## src/hw/rtl/smt_pkg.sv

```systemverilog
// Package with the shared types and constants of the set membership table.
package smt_pkg;

    localparam int NUM_SETS_DEF     = 32;
    localparam int NUM_ELEMENTS_DEF = 64;

    localparam int OP_W    = 3;
    localparam int SET_W   = 5;
    localparam int ELEM_W  = 6;
    localparam int VALUE_W = 6;

    typedef enum logic [OP_W-1:0] {
        OP_ADD          = 3'd0,
        OP_REMOVE       = 3'd1,
        OP_CLEAR        = 3'd2,
        OP_LIST_SET     = 3'd3,
        OP_LIST_SETS_OF = 3'd4
    } op_t;

    typedef enum logic {
        ST_IDLE,
        ST_WALK
    } state_t;

    // Commands from the controller to the datapath.
    typedef struct packed {
        logic accept;
        logic load;
        logic step;
        logic emit;
    } smt_cmd_t;

    // Status from the datapath to the controller.
    typedef struct packed {
        logic cur_bit;
        logic rest_zero;
        logic empty;
        logic out_free;
    } smt_stat_t;

endpackage

```

## src/hw/rtl/smt_ctrl.sv

```systemverilog
// Controller state machine: command acceptance and listing walk sequencing.
module smt_ctrl
    import smt_pkg::*;
(
    input  logic            clk,
    input  logic            rst_n,
    input  logic            in_valid,
    input  logic [OP_W-1:0] op,
    output logic            in_ready,
    input  smt_stat_t       stat,
    output smt_cmd_t        cmd
);

    state_t state_reg;
    state_t state_next;
    logic   is_list;
    logic   want;
    logic   fire;
    logic   last_item;

    always_ff @(posedge clk or negedge rst_n)
    begin
        if (!rst_n)
        begin
            state_reg <= ST_IDLE;
        end
        else
        begin
            state_reg <= state_next;
        end
    end

    always_comb
    begin
        is_list    = op inside {OP_LIST_SET, OP_LIST_SETS_OF};
        want       = stat.empty || stat.cur_bit;
        fire       = want && stat.out_free;
        last_item  = stat.empty || stat.rest_zero;
        state_next = state_reg;
        in_ready   = 1'b0;
        cmd        = '0;
        case (state_reg)
            ST_IDLE:
            begin
                in_ready   = 1'b1;
                cmd.accept = in_valid;
                cmd.load   = in_valid && is_list;
                if (in_valid && is_list)
                begin
                    state_next = ST_WALK;
                end
            end
            ST_WALK:
            begin
                // Skip clear bits; a member waits until the output register is free.
                cmd.emit = fire;
                cmd.step = !want || (fire && !last_item);
                if (fire && last_item)
                begin
                    state_next = ST_IDLE;
                end
            end
            default:
            begin
                state_next = ST_IDLE;
            end
        endcase
    end

endmodule

```

## config.mk

```make
export PLATFORM = sky130hd
export DESIGN_NAME = smt_ctrl
export DESIGN_NICKNAME = d
export VERILOG_FILES = /design/src/hw/rtl/smt_pkg.sv /design/src/hw/rtl/smt_ctrl.sv
export SDC_FILE = /design/constraint.sdc
export NUM_CORES = 1
export LEC_CHECK = 0
export BUFFER_PORTS_ARGS = -buffer_cell sky130_fd_sc_hd__buf_2
export CAP_MARGIN = 20
export CORE_AREA = 2 2 39 41
export CTS_CLUSTER_SIZE = 28
export DETAILED_ROUTE_END_ITERATION = 8
export DIE_AREA = 0 0 41 43
export PLACE_DENSITY = 0.35
export RECOVER_POWER = 25
export REMOVE_ABC_BUFFERS = 1
export SLEW_MARGIN = 25
export SYNTH_ARGS = -nofsm -noshare
export SYNTH_HDL_FRONTEND = slang
export SYNTH_SLANG_ARGS = --single-unit
```

## constraint.sdc

```tcl
create_clock -name clk -period 1.65 [get_ports clk]
set_clock_uncertainty 0.15 [all_clocks]
set_input_delay 0 -clock clk [delete_from_list [all_inputs] [get_ports clk]]
set_output_delay 0 -clock clk [all_outputs]
set_load 0.01 [all_outputs]
```

==> impl_metrics.csv, run 1 <==
group,metric,value,unit
timing,fin_crit,963,ps
layout,fillCellCount,161,
synth,synthMuxAreaShare,0,
timing,rsz0062_at_grt,"no",
synth,synth_cell_types,12,
routing,vias_per_cell,3.51,
setup_path,crit_chain,"inv_1 -> nand2_1 -> nor2_1 -> buf_2",
layout,largest_reg_flops,1,
layout,area_growth,94.1,%
layout,finalInstanceArea,206,µm²
synth,ys_dominant_reg_cell,"dfrtp_1",
pwr,p_per_area,406,mW/mm²
synth,synth_common_cells,"nor2_1 (3), inv_1 (2), o21ai_0 (2)",
global_routing,grt_pass1_vias,135,
synth,synth-edff-count,0,
setup_path,critPathLaunch,"state_reg",
routing,firstDrtPassIters,4,
setup_path,slowest_delay,360,ps
routing,routedWlPerCell,7.00,µm
worst_hold_path,min_from,"stat[1]",
global_routing,grt_remaining_overflow,0,
synth,yosys_warnings,0,
timing,hold_violations,0,
synth,synth_xor_area_frac,0,
clock_network,cts_resized,0,
routing,drt_iter0_markers,8,
layout,final_net_count,43,
synth,synthArstFlopShare,1.00,
timing,maxSlewViolCount,0,
synth,synth-seq-cells,1,
setup_path,crit_family,"flip-flops",
synth,yosysTopAreaCellShare,0.235,
synth,synth_largest_area_cell,"dfrtp_1",
synth,synth_area,106,µm²
timing,finalSetupViolations,0,
clock_network,clk_pin_slew_worst_paths,0,ps
global_routing,track_usage,0.0350,
placed_design,io_buffers,14,
setup_path,criticalPathCategory,"reg -> out",
global_routing,use_met1,0.0541,
layout,antenna_cells,0,
setup_path,r2r-start,"state_reg",
routing,drc,0,
timing,relSlewSlack,0.882,
timing,timing.hold.ws,128,ps
timing,max_freq,1040,MHz
routing,wl,329,µm
timing,finalWorstSetupSlack,687,ps
setup_path,slowest_stage,"dfrtp_1",
pwr,vdd_drop_max,0.139,mV
global_routing,use_met3,0,
synth,netlist_instances,16,
synth,yosys-top-cells-area,"dfrtp_1 (24%), nor3b_2 (12%), nor2_1 (11%)",
global_routing,grt_pass1_wl,476,µm
job,cap_violations,0,
global_routing,top_usage_layer,"met2",
synth,syn_avg_cell_area,6.65,µm²
placed_design,place_ws,690,ps
floorplanning,core,0.00138,mm²
timing,tightest_slew,175,ps
floorplanning,die_h,43,µm
timing,tns,0,ps
setup_path,path_max_fanout,4,
global_routing,grt_antenna_before_repair,0,
floorplanning,chipWidth,41,µm
placed_design,dp.cells,46,
floorplanning,rows,14,
floorplanning,fp.dieArea,0.00176,mm²
setup_path,crit_required,1500,ps
floorplanning,start_util,0.0769,
placed_design,place_area,196,µm²
synth,synth_top_family_by_area,"simple AND/OR/NAND/NOR gates",
placed_design,dp_hpwl,297,µm
routing,vias,165,
placed_design,place_congestion,0.544,
global_routing,grtUsageMet2,0.0563,
setup_path,worstSetupStartpointType,"flop",
routing,detail-route-antenna-nets,0,
synth,yosysSeqAreaShare,0.235,
clock_network,clk_latency,0,ps
worst_hold_path,worstHoldPathType,"in -> out",
synth,synth-adder-area-share,0,
layout,drive_above_1_share,0.548,
status,outcome,"finished, final reports clean",
global_routing,grt_max_degree,5,
timing,fin_crit_sh,0.583,
setup_path,worst_setup_path_end_kind,"output pin",
synth,synth-compound-area-share,0.271,
setup_path,crit_arrival,810,ps
pwr,leakagePower,0.115,nW
synth,synthSimpleGateAreaFrac,0.388,
synth,synth_most_common_cell,"nor2_1",
floorplanning,boundaryPins,15,
setup_path,cp.buffers_inverters,2,
layout,final_cells,47,
-- worst min-delay path, cell delays in order --
cell	delay, ps
buf_2	110
nor3b_2	40
buf_2	130
-- layer usage --
layer | vias to the layer above | part of all wire | routed length, µm
met5 | - | 0 | 0
met4 | 0 | 0 | 0
met3 | 0 | 0.17 | 56
met2 | 14 | 0.37 | 123
met1 | 68 | 0.46 | 150
li1 | 83 | - | -
-- power breakdown --
part,internal (mW),switching [mW]
registers,0.0287,0.00206
clock network,0,0
logic,0.0250,0.0282
-- metrics by stage --
stage | util | power (mW)
2_1_floorplan | - | 0.0555
3_3_place_gp | 0.142 | 0.0828
3_5_place_dp | 0.142 | 0.0826
4_1_cts | 0.149 | 0.0849
5_1_grt | 0.149 | 0.0909
6_report | 0.149 | 0.0839
-- cell usage in the layout (no fill, tap or decap) --
cell type,netlist,final
buf_2,0,14
nor2_1,3,3
inv_1,2,2
o21ai_0,2,2
inv_2,1,1
nor3_1,1,1
nand2_1,1,1
and3b_1,1,1
a21oi_2,1,1
a21oi_1,1,1
o21ai_1,1,1
nor3b_2,1,1
dlygate4sd3_1,0,1
dfrtp_1,1,1
-- kinds of logic after synthesis --
kind of cell | count (synthesis)
AND/OR/NAND/NOR | 7
buffers and inverters | 3
flip-flops | 1
AO/OA/AOI/OAI | 5
-- cell type report --
| type | count | area (µm²) | area share |
|---|---|---|---|
| tap | 16 | 20.0 | 0.0970 |
| sequential | 1 | 25.0 | 0.121 |
| inverter | 3 | 11.3 | 0.0545 |
| timing repair buffer | 15 | 80.1 | 0.388 |
| multi-input combinational | 12 | 70.1 | 0.339 |
-- final timing paths --
path                                  end  slack (ps)  cells past startpoint
worst min-delay path               cmd[1]         130                      3
max in group asynchronous       state_reg        1100                      2
worst max register to register  state_reg         710                      3
worst max-delay path               cmd[2]         690                      4
worst min register to register  state_reg         390                      2
min in group asynchronous       state_reg         160                      2
-- what timing repair did --
item	4_1_cts	5_1_grt
hold endpoints to repair	1	0
hold buffers	1	0
buffers inserted	0	0
Note: power is estimated with default switching activity, not from simulation.
==> inputs of run 2 (changes only) <==
clock period = 1 ns   (was 1.65 ns; I/O delays follow)
==> impl_metrics.csv, run 2 (same netlist as run 1, synthesis figures left out) <==
group,metric,value,unit
floorplanning,start_util,0.0769,
routing,drt_iter0_markers,10,
setup_path,reg2reg_depth,3,
layout,final_net_count,43,
worst_hold_path,worstHoldPathType,"in -> out",
global_routing,grt_pass1_vias,144,
clock_network,post_cts_buffers,0,
routing,drc,0,
pwr,p_per_area,674,mW/mm²
setup_path,worst_r2r_endpoint,"state_reg",
worst_hold_path,min_from,"stat[1]",
setup_path,r2r-start,"state_reg",
timing,hold_violations,0,
setup_path,criticalPathCategory,"reg -> out",
global_routing,grt_pass1_wl,545,µm
timing,maxSlewViolCount,0,
timing,rsz0062_at_grt,"no",
worst_hold_path,hold_end,"cmd[1]",
pwr,vdd_drop_max,0.225,mV
timing,tightest_slew,170,ps
pwr,p_total,0.138,mW
timing,fin_crit_sh,0.908,
floorplanning,fp.dieArea,0.00176,mm²
setup_path,r2r_slack,120,ps
setup_path,crit_chain,"inv_2 -> nand2_1 -> nor2_1 -> buf_2",
floorplanning,rows,14,
routing,vias,157,
global_routing,track_usage,0.0410,
layout,multi_input_area,70.1,µm²
global_routing,grt_antenna_before_repair,0,
global_routing,grt_remaining_overflow,0,
layout,finalInstanceArea,205,µm²
timing,max_freq,1100,MHz
routing,firstDrtPassIters,4,
clock_network,clk_latency,0,ps
setup_path,crit_required,850,ps
timing,relSlewSlack,0.886,
layout,layout.area.seq,25.0,µm²
global_routing,grt_max_degree,5,
layout,largest_reg_flops,1,
routing,detail-route-antenna-nets,0,
setup_path,slowest_stage,"dfrtp_1",
layout,antenna_cells,0,
floorplanning,chipWidth,41,µm
routing,routedWlPerCell,7.15,µm
setup_path,worst_setup_path_end_kind,"output pin",
worst_hold_path,hold_depth,3,
floorplanning,die_h,43,µm
floorplanning,core,0.00138,mm²
setup_path,worstSetupStartpointType,"flop",
placed_design,io_buffers,14,
placed_design,place_congestion,0.515,
routing,vias_per_cell,3.34,
layout,area_growth,92.9,%
routing,wl,336,µm
timing,fin_crit,908,ps
timing,finalSetupViolations,0,
setup_path,crit_arrival,760,ps
job,cap_violations,0,
floorplanning,boundaryPins,15,
layout,drive_above_1_share,0.548,
layout,fillCellCount,166,
pwr,leakagePower,0.112,nW
layout,final_cell_mix,"buf_2 (13), nor2_1 (3), inv_2 (2), o21ai_0 (2)",
layout,final_common_cell,"buf_2",
clock_network,clk_pin_slew_worst_paths,0,ps
setup_path,path_max_fanout,4,
placed_design,place_area,196,µm²
setup_path,slowest_delay,360,ps
timing,tns,0,ps
status,outcome,"finished, final reports clean",
[run 2: cell count changes in the layout (fill, tap and decap cells not counted), sizes merged]
cell	delta
buf	-1
clkbuf	+1
[run 2: worst max-delay path by stage]
| stage | startpoint | endpoint | slack, ps |
|---|---|---|---|
| after floorplan | state_reg | state_reg | 60 |
| after global placement | state_reg | cmd[2] | 40 |
| after detailed placement | state_reg | cmd[2] | 50 |
| after CTS | state_reg | cmd[2] | 40 |
| after global routing | state_reg | cmd[2] | 30 |
| final | state_reg | cmd[2] | 90 |
[run 2: layout make-up]
class                           instances  area share
Timing Repair Buffer                   15       0.384
Multi-Input combinational cell         12       0.341
Sequential cell                         1       0.122
Tap cell                               16      0.0976
Inverter                                3      0.0549
[run 2: layer usage]
layer	GRT usage	up-vias	share of wire	routed length, µm
met1	0.0637	62	0.46	153
met5	0	-	0	0
met3	0.00524	0	0.15	51
met2	0.0625	10	0.39	131
met4	0	0	0	0
li1	-	85	-	-
[run 2: where the power goes]
group	switching, mW	internal, mW	leakage (nW)
clock network	0	0	0
registers	0.00331	0.0473	0.0129
logic	0.0465	0.0413	0.0993
[run 2: timing repair]
action	CTS	global route
resized for setup	0	1
endpoints found under the setup margin	0	1
hold buffers	1	0
hold endpoints to repair	1	0
[run 2: through the flow]
stage	hold WS, ps	utilization	cells	setup WS, ps
6_report	123	0.148	47	92.0
2_1_floorplan	-446	-	16	63.1
5_1_grt	150	0.148	47	31.2
3_5_place_dp	-370	0.142	46	48.3
3_3_place_gp	-372	0.142	46	41.1
4_1_cts	127	0.149	47	44.6
[run 2: worst max-delay path: cells and delay by family (launching register included)]
family	cells	cell delay, ps
buffers and inverters	2	220
flip-flops	1	360
AND/OR/NAND/NOR	2	180
==> inputs of run 3 (changes only) <==
ABC_AREA = 1   (was not set)
PLACE_DENSITY = 0.37   (was 0.35)
==> impl_metrics.csv, run 3 <==
group,metric,value,unit
global_routing,grt_max_degree,4,
worst_hold_path,worstHoldPathType,"in -> reg",
setup_path,crit_arrival,780,ps
layout,final_cell_mix,"buf_2 (14), nand2_1 (6), inv_1 (4), inv_2 (3), nand3_1 (2)",
pwr,vdd_drop_max,0.277,mV
timing,tns,0,ps
floorplanning,rows,14,
synth,yosys-top-cells-area,"dfrtp_1 (19%), nand2_1 (17%), inv_1 (11%)",
floorplanning,fp.dieArea,0.00176,mm²
synth,synth_largest_area_cell,"dfrtp_1",
synth,synthArstFlopShare,1.00,
placed_design,place_ws,51.3,ps
synth,synth_cell_types,11,
routing,detail-route-antenna-nets,0,
clock_network,cts_resized,0,
routing,vias,176,
pwr,p_total,0.178,mW
floorplanning,die_h,43,µm
synth,synth_area,135,µm²
clock_network,clk_latency,0,ps
synth,synth-seq-cells,1,
layout,final_net_count,49,
setup_path,r2r_slack,110,ps
synth,yosys_warnings,0,
global_routing,track_usage,0.0400,
routing,vias_per_cell,3.32,
pwr,p_per_area,755,mW/mm²
synth,syn_avg_cell_area,6.14,µm²
layout,largest_reg_flops,1,
global_routing,grt_pass1_wl,531,µm
synth,synth_most_common_cell,"nand2_1",
timing,rsz0062_at_grt,"no",
floorplanning,start_util,0.0976,
global_routing,grt_antenna_before_repair,0,
synth,yosysSeqAreaShare,0.185,
setup_path,reg2reg_depth,3,
setup_path,worstSetupStartpointType,"flop",
routing,wl,328,µm
layout,antenna_cells,0,
synth,yosysTopAreaCellShare,0.185,
routing,drc,0,
setup_path,crit_required,850,ps
worst_hold_path,hold_depth,4,
synth,netlist_instances,22,
timing,tightest_slew,157,ps
job,cap_violations,0,
timing,hold_violations,0,
setup_path,worst_setup_path_end_kind,"output pin",
timing,finalWorstSetupSlack,71.8,ps
setup_path,cp-endpoint,"cmd[2]",
synth,ys_dominant_reg_cell,"dfrtp_1",
placed_design,io_buffers,14,
setup_path,path_max_fanout,3,
layout,drive_above_1_share,0.622,
clock_network,post_cts_buffers,0,
global_routing,grt_remaining_overflow,0,
timing,maxSlewViolCount,0,
setup_path,worst_r2r_endpoint,"state_reg",
clock_network,clk_pin_slew_worst_paths,0,ps
synth,synth-edff-count,0,
floorplanning,core,0.00138,mm²
setup_path,critPathLaunch,"state_reg",
layout,final_common_cell,"buf_2",
synth,synth_common_cells,"nand2_1 (6), inv_1 (4), inv_2 (3), nand3_1 (2)",
setup_path,criticalPathCategory,"reg -> out",
status,outcome,"finished, final reports clean",
timing,finalSetupViolations,0,
timing,fin_crit_sh,0.928,
timing,max_freq,1080,MHz
timing,fin_crit,928,ps
routing,firstDrtPassIters,1,
routing,routedWlPerCell,6.19,µm
routing,drt_iter0_markers,0,
setup_path,r2r-start,"state_reg",
floorplanning,chipWidth,41,µm
floorplanning,boundaryPins,15,
pwr,leakagePower,0.146,nW
global_routing,grt_pass1_vias,161,
timing,relSlewSlack,0.896,
placed_design,place_congestion,0.524,
layout,area_growth,74.1,%
[run 3: cell types whose count changed after synthesis, sizes merged]
| cell | delta |
|---|---|
| o21ai | -2 |
| and3b | -1 |
| nand3 | +3 |
| nor3 | -1 |
| nor2 | -1 |
| a21oi | -1 |
| nor3b | -1 |
| inv | +4 |
| nand2 | +6 |
[run 3: cell families (layout without fill, tap and decap cells)]
family                 count (synthesis)  after routing  share of synthesized area
AOI/OAI and AO/OA                      2              2                      0.130
and+or+nand+nor                       12             12                      0.491
buffers and inverters                  7             22                      0.194
DFF                                    1              1                      0.185
[run 3: worst max-delay path, cell delays in order (launching register included)]
cell and delay [ps]:
dfrtp_1 400, nor2_4 130, nand3_2 80, inv_1 60, buf_2 120
[run 3: routing by layer]
| metal | wire length (µm) | up-vias | global-route usage |
|---|---|---|---|
| met5 | 0 | - | 0 |
| met1 | 116 | 74 | 0.0382 |
| met2 | 183 | 8 | 0.0875 |
| met4 | 0 | 0 | 0 |
| li1 | - | 94 | - |
| met3 | 27 | 0 | 0 |
[run 3: what timing repair did]
action / 4_1_cts / 5_1_grt
setup endpoints to repair: 0 / 0
hold buffers: 1 / 0
endpoints found under the hold margin: 1 / 0
[run 3: how the worst min path moves through the flow]
stage,startpoint,slack [ps],to
2_1_floorplan,rst_n,-450,state_reg
3_3_place_gp,rst_n,-370,state_reg
3_5_place_dp,rst_n,-370,state_reg
4_1_cts,rst_n,160,state_reg
5_1_grt,rst_n,180,state_reg
6_report,op[2],150,state_reg
[run 3: layout make-up]
class                      instances  area (µm²)
multi-input combinational         14        83.8
tap                               16        20.0
fill                             167        1150
timing repair buffer              15        80.1
sequential                         1        25.0
inverter                           7        26.3
[run 3: where the power goes]
part           switching (mW)  internal [mW]
clock                       0              0
sequential             0.0112         0.0498
combinational          0.0626         0.0541
[run 3: metrics by stage]
stage               utilization  hold WS (ps)  instances  area [µm²]
floorplan                     -          -446         22         135
global placement          0.163          -373         52         225
detailed placement        0.163          -373         52         225
CTS                       0.170           156         53         235
global route              0.170           183         53         235
finish                    0.170           150         53         235
